<file path="config.mk">
export PLATFORM = sky130hd
export DESIGN_NAME = ignition_power_sequencer
export DESIGN_NICKNAME = d
export VERILOG_FILES = /design/src/hdl/ips_pkg.sv /design/src/hdl/ignition_power_sequencer.sv
export SDC_FILE = /design/constraint.sdc
export NUM_CORES = 1
export LEC_CHECK = 0
export BUFFER_PORTS_ARGS = -buffer_cell sky130_fd_sc_hd__buf_2
export CORE_UTILIZATION = 52
export CTS_CLUSTER_DIAMETER = 120
export CTS_CLUSTER_SIZE = 10
export DETAILED_ROUTE_END_ITERATION = 10
export PLACE_DENSITY = 0.9
export REMOVE_ABC_BUFFERS = 1
export SYNTH_ARGS = -nofsm -noshare
export SYNTH_HDL_FRONTEND = slang
export SYNTH_SLANG_ARGS = --single-unit
</file>
<file path="constraint.sdc">
create_clock -name clock -period 4.7 [get_ports clock]
set_clock_uncertainty 0.2 [all_clocks]
set_input_delay 0.47 -clock clock [delete_from_list [all_inputs] [get_ports clock]]
set_output_delay 0.47 -clock clock [all_outputs]
set_load 0.1 [all_outputs]
</file>
<file path="src/hdl/ips_pkg.sv">
package ips_pkg;

   // Stage codes, as reported on stage_now.
   typedef enum logic [2:0] {
      STAGE_OFF       = 3'd0,
      STAGE_ACC_ON    = 3'd1,
      STAGE_TO_ON     = 3'd2,
      STAGE_TO_ACC_ON = 3'd3,
      STAGE_ON        = 3'd4,
      STAGE_SHUTDOWN  = 3'd5
   } stage_type;

   // Register indexes on the configuration port (byte address / 4).
   localparam logic [1:0] CSR_ACC_CONFIRM = 2'd0;
   localparam logic [1:0] CSR_KEY_HOLD    = 2'd1;
   localparam logic [1:0] CSR_ACC_LOSS    = 2'd2;

   localparam logic [7:0] ACC_CONFIRM_RESET = 8'd10;
   localparam logic [7:0] KEY_HOLD_RESET    = 8'd10;
   localparam logic [7:0] ACC_LOSS_RESET    = 8'd49;

   // Bit positions in the status word.
   localparam int unsigned FLAG_ADC_BIT  = 15;
   localparam int unsigned FLAG_KEY_BIT  = 14;
   localparam int unsigned FLAG_NEXT_BIT = 0;
   localparam int unsigned FLAG_PREV_BIT = 1;
   localparam int unsigned FLAG_UP_BIT   = 2;
   localparam int unsigned FLAG_DOWN_BIT = 3;

   typedef struct packed {
      logic acc_on;
      logic key_held;
      logic power_good;
      logic volume_up;
      logic volume_down;
      logic tune_next;
      logic tune_prev;
      logic adc_updated;
   } req_type;

   typedef struct packed {
      logic        lamp_green;
      logic        led_red;
      logic        lamp_yellow;
      logic        power_toggle;
      logic        host_irq;
      logic [15:0] report_word;
      logic [2:0]  stage_now;
   } rsp_type;

endpackage

</file>
<file path="src/hdl/ignition_power_sequencer.sv">
// Channel   Direction  Handshake              Payload
// req       in         req_valid / req_ready  ips_pkg::req_type, one 100 ms tick
// rsp       out        rsp_valid / rsp_ready  ips_pkg::rsp_type, one per tick
// csr       in         APB, pready always 1   three 8-bit registers at 0x0, 0x4, 0x8
//
// The stage machine and the indicator logic sit between the state registers and the
// result register, so a word is taken every cycle while the rsp side is not stalled.
// req_ready is high whenever the result register is empty or is being emptied.
// A stalled rsp side holds the result and stops intake until it is taken.
// Synchronous reset returns the machine to off and the registers to their defaults.
module ignition_power_sequencer #(
   parameter int unsigned COUNT_WIDTH = 8
) (
   input  logic             clock,
   input  logic             reset,
   input  logic             req_valid,
   output logic             req_ready,
   input  ips_pkg::req_type req_data,
   output logic             rsp_valid,
   input  logic             rsp_ready,
   output ips_pkg::rsp_type rsp_data,
   input  logic             csr_psel,
   input  logic             csr_penable,
   input  logic             csr_pwrite,
   input  logic [3:0]       csr_paddr,
   input  logic [31:0]      csr_pwdata,
   output logic [31:0]      csr_prdata,
   output logic             csr_pready
);

   localparam int unsigned CMP_WIDTH = (COUNT_WIDTH > 8) ? COUNT_WIDTH : 8;
   localparam logic [COUNT_WIDTH-1:0] CNT_MAX = '1;

   logic [7:0] acc_confirm_ff;
   logic [7:0] key_hold_ff;
   logic [7:0] acc_loss_ff;

   ips_pkg::stage_type     stage_ff, stage_in;
   logic                   needs_key_ff, needs_key_in;
   logic                   waiting_ff, waiting_in;
   logic [COUNT_WIDTH-1:0] count_ff, count_in;

   logic             rsp_valid_ff, rsp_valid_in;
   ips_pkg::rsp_type rsp_data_ff, rsp_data_in;

   logic                   accept;
   logic                   csr_write;
   logic [1:0]             csr_index;
   logic [COUNT_WIDTH-1:0] confirm_load;
   logic [COUNT_WIDTH-1:0] hold_load;
   logic [COUNT_WIDTH-1:0] count_inc;
   logic                   count_le_one;
   logic                   any_key;

   assign req_ready  = !rsp_valid_ff || rsp_ready;
   assign accept     = req_valid && req_ready;
   assign rsp_valid  = rsp_valid_ff;
   assign rsp_data   = rsp_data_ff;
   assign csr_pready = 1'b1;
   assign csr_write  = csr_psel && csr_penable && csr_pwrite;
   assign csr_index  = csr_paddr[3:2];

   // Loaded wait lengths saturate at the counter's maximum.
   function automatic logic [COUNT_WIDTH-1:0] sat_load(input logic [7:0] value);
      logic [CMP_WIDTH-1:0] ext;
      ext = CMP_WIDTH'(value);
      if (ext > CMP_WIDTH'(CNT_MAX)) begin
         return CNT_MAX;
      end
      return ext[COUNT_WIDTH-1:0];
   endfunction

   assign confirm_load = sat_load(acc_confirm_ff);
   assign hold_load    = sat_load(key_hold_ff);
   assign count_inc    = (count_ff < CNT_MAX) ? count_ff + 1'b1 : count_ff;
   assign count_le_one = count_ff <= COUNT_WIDTH'(1);
   assign any_key      = req_data.volume_up || req_data.volume_down
                         || req_data.tune_next || req_data.tune_prev;

   always_ff @(posedge clock) begin
      if (reset) begin
         acc_confirm_ff <= ips_pkg::ACC_CONFIRM_RESET;
         key_hold_ff    <= ips_pkg::KEY_HOLD_RESET;
         acc_loss_ff    <= ips_pkg::ACC_LOSS_RESET;
      end else if (csr_write) begin
         unique case (csr_index)
            ips_pkg::CSR_ACC_CONFIRM: acc_confirm_ff <= csr_pwdata[7:0];
            ips_pkg::CSR_KEY_HOLD:    key_hold_ff    <= csr_pwdata[7:0];
            ips_pkg::CSR_ACC_LOSS:    acc_loss_ff    <= csr_pwdata[7:0];
            default: begin
            end
         endcase
      end
   end

   always_comb begin
      unique case (csr_index)
         ips_pkg::CSR_ACC_CONFIRM: csr_prdata = {24'd0, acc_confirm_ff};
         ips_pkg::CSR_KEY_HOLD:    csr_prdata = {24'd0, key_hold_ff};
         ips_pkg::CSR_ACC_LOSS:    csr_prdata = {24'd0, acc_loss_ff};
         default:                  csr_prdata = 32'd0;
      endcase
   end

   // Next state of the stage machine.
   always_comb begin
      stage_in     = stage_ff;
      needs_key_in = needs_key_ff;
      waiting_in   = waiting_ff;
      count_in     = count_ff;
      unique case (stage_ff)
         ips_pkg::STAGE_OFF: begin
            needs_key_in = 1'b0;
            if (waiting_ff) begin
               if (count_le_one) begin
                  waiting_in = 1'b0;
                  count_in   = '0;
                  if (req_data.acc_on) begin
                     stage_in = ips_pkg::STAGE_ACC_ON;
                  end else if (req_data.power_good) begin
                     stage_in = ips_pkg::STAGE_SHUTDOWN;
                  end
               end else begin
                  count_in = count_ff - 1'b1;
               end
            end else if (req_data.acc_on) begin
               waiting_in = 1'b1;
               count_in   = confirm_load;
            end else if (req_data.power_good) begin
               stage_in = ips_pkg::STAGE_SHUTDOWN;
            end
         end
         ips_pkg::STAGE_ACC_ON: begin
            // Ignition is not watched while the key hold is being timed.
            if (waiting_ff) begin
               if (count_le_one) begin
                  waiting_in = 1'b0;
                  count_in   = '0;
                  if (req_data.key_held) begin
                     stage_in = ips_pkg::STAGE_TO_ON;
                  end
               end else begin
                  count_in = count_ff - 1'b1;
               end
            end else if (!req_data.acc_on) begin
               stage_in = ips_pkg::STAGE_OFF;
            end else if (!needs_key_ff) begin
               stage_in = ips_pkg::STAGE_TO_ACC_ON;
            end else if (req_data.key_held) begin
               waiting_in = 1'b1;
               count_in   = hold_load;
            end
         end
         ips_pkg::STAGE_TO_ON, ips_pkg::STAGE_TO_ACC_ON: begin
            if (req_data.power_good) begin
               stage_in     = ips_pkg::STAGE_ON;
               needs_key_in = 1'b0;
            end
         end
         ips_pkg::STAGE_ON: begin
            if (waiting_ff) begin
               if (req_data.acc_on) begin
                  waiting_in = 1'b0;
                  count_in   = '0;
               end else begin
                  count_in = count_inc;
                  if (CMP_WIDTH'(count_inc) >= CMP_WIDTH'(acc_loss_ff)) begin
                     stage_in = ips_pkg::STAGE_SHUTDOWN;
                  end
               end
            end else if (!req_data.power_good) begin
               stage_in     = ips_pkg::STAGE_ACC_ON;
               needs_key_in = 1'b1;
            end else if (!req_data.acc_on) begin
               waiting_in = 1'b1;
               count_in   = COUNT_WIDTH'(1);
               if (acc_loss_ff <= 8'd1) begin
                  stage_in = ips_pkg::STAGE_SHUTDOWN;
               end
            end
         end
         ips_pkg::STAGE_SHUTDOWN: begin
            if (!req_data.power_good) begin
               stage_in = ips_pkg::STAGE_OFF;
            end
         end
         default: begin
            stage_in     = ips_pkg::STAGE_OFF;
            needs_key_in = 1'b0;
         end
      endcase
      if (stage_in != stage_ff) begin
         waiting_in = 1'b0;
         count_in   = '0;
      end
   end

   // Indicators and the status report for this tick.
   always_comb begin
      rsp_data_in = '0;
      unique case (stage_ff)
         ips_pkg::STAGE_OFF: begin
            rsp_data_in.lamp_yellow = (waiting_ff && !count_le_one) || req_data.acc_on;
         end
         ips_pkg::STAGE_ACC_ON: begin
            rsp_data_in.lamp_yellow = 1'b1;
            rsp_data_in.led_red     = needs_key_ff;
         end
         ips_pkg::STAGE_TO_ON, ips_pkg::STAGE_TO_ACC_ON: begin
            rsp_data_in.power_toggle = !req_data.power_good;
            rsp_data_in.led_red      = !req_data.power_good;
            rsp_data_in.lamp_yellow  = !req_data.power_good;
         end
         ips_pkg::STAGE_ON: begin
            rsp_data_in.lamp_green  = 1'b1;
            rsp_data_in.lamp_yellow = !req_data.acc_on && (waiting_ff || req_data.power_good);
            // Flags are reported in the tick they arrive, so nothing is carried over.
            if (any_key || req_data.adc_updated) begin
               rsp_data_in.host_irq = 1'b1;
               rsp_data_in.report_word[ips_pkg::FLAG_ADC_BIT]  = req_data.adc_updated;
               rsp_data_in.report_word[ips_pkg::FLAG_KEY_BIT]  = any_key;
               rsp_data_in.report_word[ips_pkg::FLAG_NEXT_BIT] = req_data.tune_next;
               rsp_data_in.report_word[ips_pkg::FLAG_PREV_BIT] = req_data.tune_prev;
               rsp_data_in.report_word[ips_pkg::FLAG_UP_BIT]   = req_data.volume_up;
               rsp_data_in.report_word[ips_pkg::FLAG_DOWN_BIT] = req_data.volume_down;
            end
         end
         ips_pkg::STAGE_SHUTDOWN: begin
            rsp_data_in.led_red      = req_data.power_good;
            rsp_data_in.power_toggle = req_data.power_good;
         end
         default: begin
         end
      endcase
      rsp_data_in.stage_now = stage_in;
   end

   assign rsp_valid_in = accept || (rsp_valid_ff && !rsp_ready);

   always_ff @(posedge clock) begin
      if (reset) begin
         stage_ff     <= ips_pkg::STAGE_OFF;
         needs_key_ff <= 1'b0;
         waiting_ff   <= 1'b0;
         count_ff     <= '0;
         rsp_valid_ff <= 1'b0;
      end else begin
         rsp_valid_ff <= rsp_valid_in;
         if (accept) begin
            stage_ff     <= stage_in;
            needs_key_ff <= needs_key_in;
            waiting_ff   <= waiting_in;
            count_ff     <= count_in;
         end
      end
   end

   always_ff @(posedge clock) begin
      if (accept) begin
         rsp_data_ff <= rsp_data_in;
      end
   end

endmodule
</file>
==> summary.md <==
| Metric | Value |
|---|---|
| Initial Utilization | `55.0%` |
| CP Max Fanout | `10` |
| Final setup violating endpoints | `0` |
| Initial antenna violation count | `0` |
| Post-synth top area cell | `dfxtp_1` |
| DR pass1 iterations | `11` |
| Slew headroom | `38.8%` |
| Placer Congestion | `0.912` |
| Critical path data required time | `4.73 ns` |
| Clk_lat worst skew | `0.32 ns` |
| Failing checks | `DRC` |
| Ys async rst share | `0%` |
| Ys Warns | `0` |
| FMAX | `225 MHz` |
| EDFF count, synth | `14` |
| Post-CTS Setup Repair Bufs | `0` |
| GRT met1 Usage | `31.2%` |
| Total CTS buffers | `5` |
| Most frequent cell after synthesis | `buf_4` |
| DRT Wirelength | `8630 um` |
| Synth Register Bits | `52` |
| RSZ-0062 raised after global routing | `false` |
| CTS max path bufs | `2` |
| Worst endpoint data arrival time | `4.48 ns` |
| Post-route ant nets | `0` |
| # DRC | `5` |
| Layout fillers | `540` |
| Slowest-stage cell, CP | `dfxtp_1` |
| CORE AREA | `0.00649 mm^2` |
| Max stage delay on crit path | `0.56 ns` |
| Routed vias | `3,156` |
| Vias in the first global route | `2,901` |
| Avg WL per Cell | `16.6 um` |
| Total clock sinks | `52` |
| Placed Instance Area | `0.00365 mm^2` |
| P per Cell Area | `343 mW/mm^2` |
| Post-Syn Instances | `414` |
| CTS tree | `done` |
| Fin crit share | `94.7%` |
| Synth cell count leaders | `buf_4, dfxtp_1, nand2_1` |
| Fin cells | `520` |
| Share of cells above drive strength 1 | `17.8%` |
| CTS clk-pin slew, worst paths | `0.10 ns` |
| Pins Over Slew Limit | `0` |
| Hpwl dp | `6020 um` |
| Leakage power | `0.00156 uW` |
| Crit end category | `flip-flop` |
| Clk root buf | `clkbuf_8` |
| Synth top area cells | `dfxtp_1, edfxtp_1, buf_4` |
| Gr busiest metal | `met2` |
| Max cap viols | `0` |
| Minimum clock period | `4.45 ns` |
| Status | `finished, violations left` |
| All-Layer GR Usage | `24.1%` |
| Hold Buf Count CTS | `0` |
| Grt met3 use | `4.09%` |
| Worst slew pin tran | `0.913 ns` |
| Cells after DPL | `512` |
| Hold slack | `0.189 ns` |
| CP startpoint kind | `flip-flop` |
| Hold Fails Final Rpt | `0` |
| ANT cells | `0` |
| DR vias/cell | `6.07` |
| Area Overhead vs Synth | `5.92%` |
| Worst Setup Path Type | `flip-flop to flip-flop` |
| Row cnt | `29` |
| First-pass GRT wire length | `13,900 um` |
| Worst path cell trace | `ha_1 > and4_1 > nand4_1 > o21ai_0 > ha_1 > and3_1 > o21ai_0 > a31o_2 > a31oi_1 > o311a_2 > nand2b_1 > o2bb2ai_1` |
| Final worst-path setup slack | `0.247 ns` |
| Setup TNS | `0 ns` |
| Synth Flop Type | `dfxtp_1` |
| Seq/Total Area, Yosys | `33.1%` |
| H-tree levels | `2` |
| Largest net degree at the start of global routing | `34` |
| Syn_area_per_cell | `8.63 um^2` |
| Post-CTS sizing | `0` |
| Post-synth top area share | `21.3%` |
| DRC marker count from the first detailed-route iteration | `521` |
| Post-Place Worst Slack | `0.594 ns` |
| Die W | `84.9 um` |
| Count of cell types in the netlist | `67` |
| Port buffer count | `48` |
| GR Overflow Total | `0` |
| IO Pins | `110` |
| Netlist Area Pre-Place | `0.00357 mm^2` |
| Nets | `504` |
| Met2 Usage GRT | `40.2%` |
| Post-route cell area | `0.00378 mm^2` |
| Hold Crit Class | `primary input to flip-flop` |
| Die height | `84.9 um` |
| Die ar. | `0.00720 mm^2` |
| Maximum VDD drop | `0.205 mV` |
[layout make-up]
type	instances	area, um^2	share of cell area, %
Tap cell	77	96.3	2.55
Clock buffer	5	68.8	1.82
Clock inverter	3	68.8	1.82
Multi-Input combinational cell	315	2050	54.1
Timing Repair Buffer	50	255	6.75
Sequential cell	52	1180	31.2
Inverter	18	67.6	1.79
[sequential cells by signal, summed over array words and instances, names as in the netlist]
signal	flops
acc_confirm_ff	8
acc_loss_ff	8
rsp_valid	1
waiting_ff	1
key_hold_ff	8
needs_key_ff	1
rsp_data	14
count_ff	8
stage_ff	3
[worst max-delay path: cells and delay by family, from the launching register on]
family	cells	cell delay [ns]
DFF	1	0.56
AOI/OAI and AO/OA	6	1.77
adders and majority gates	2	0.63
and+or+nand+nor	4	1.20
[per-layer routing]
layer  part of all wire, %  up-vias
li1                      -     1467
met1                    41     1468
met2                    48      200
met3                   8.7       21
met4                   2.1        0
met5                     0        -
[worst paths after layout]
check / startpoint / end / slack, ns / cells past startpoint
worst max register to register: count_ff[0] / count_ff[1] / 0.25 / 12
worst max-delay path: count_ff[0] / count_ff[1] / 0.25 / 12
worst min-delay path: csr_pwdata[3] / acc_confirm_ff[3] / 0.19 / 2
worst min register to register: key_hold_ff[7] / key_hold_ff[7] / 0.27 / 2
[stage by stage]
step / total power (uW) / util [%]
2_1_floorplan: 853 / -
3_3_place_gp: 917 / 56.1
3_5_place_dp: 926 / 56.1
4_1_cts: 1300 / 58.3
5_1_grt: 1340 / 58.3
6_report: 1300 / 58.3
[power breakdown]
| group | internal, uW | switching [uW] | total, uW |
|---|---|---|---|
| logic | 82.3 | 341 | 424 |
| registers | 481 | 20.5 | 501 |
| clock network | 214 | 159 | 373 |
[layout by cell type, fill, tap and decap left out, types with 4 or more instances in the layout]
cell       netlist  layout
buf_2            6      48
dfxtp_1         38      38
nand2_1         36      36
conb_1           2      35
nor2_1          32      32
mux2i_1         27      27
a21oi_1         18      18
inv_1           17      17
o21ai_0         17      17
edfxtp_1        14      14
nand3_1         11      11
ha_1            11      11
and3_1           9       9
nor2b_1          8       8
nor3_1           8       8
nand2b_1         7       7
o2bb2ai_1        7       7
a31oi_1          6       6
a211o_1          6       6
xnor2_1          5       5
clkbuf_8         0       5
nand4_1          4       4
a22oi_1          4       4
mux2_2           4       4
o22ai_1          4       4
a32oi_1          4       4
[cell families after synthesis]
kind of cell / Yosys count / share of synthesized area, %
simple gates: 137 / 19.9
compound gates: 95 / 19.5
buf+inv: 80 / 13.1
flops: 52 / 33.1
mux: 31 / 8.83
fa+ha+maj: 11 / 3.85
xor+xnor: 6 / 1.47
other cells: 2 / 0.210
Power figures use the tool's default switching activity.
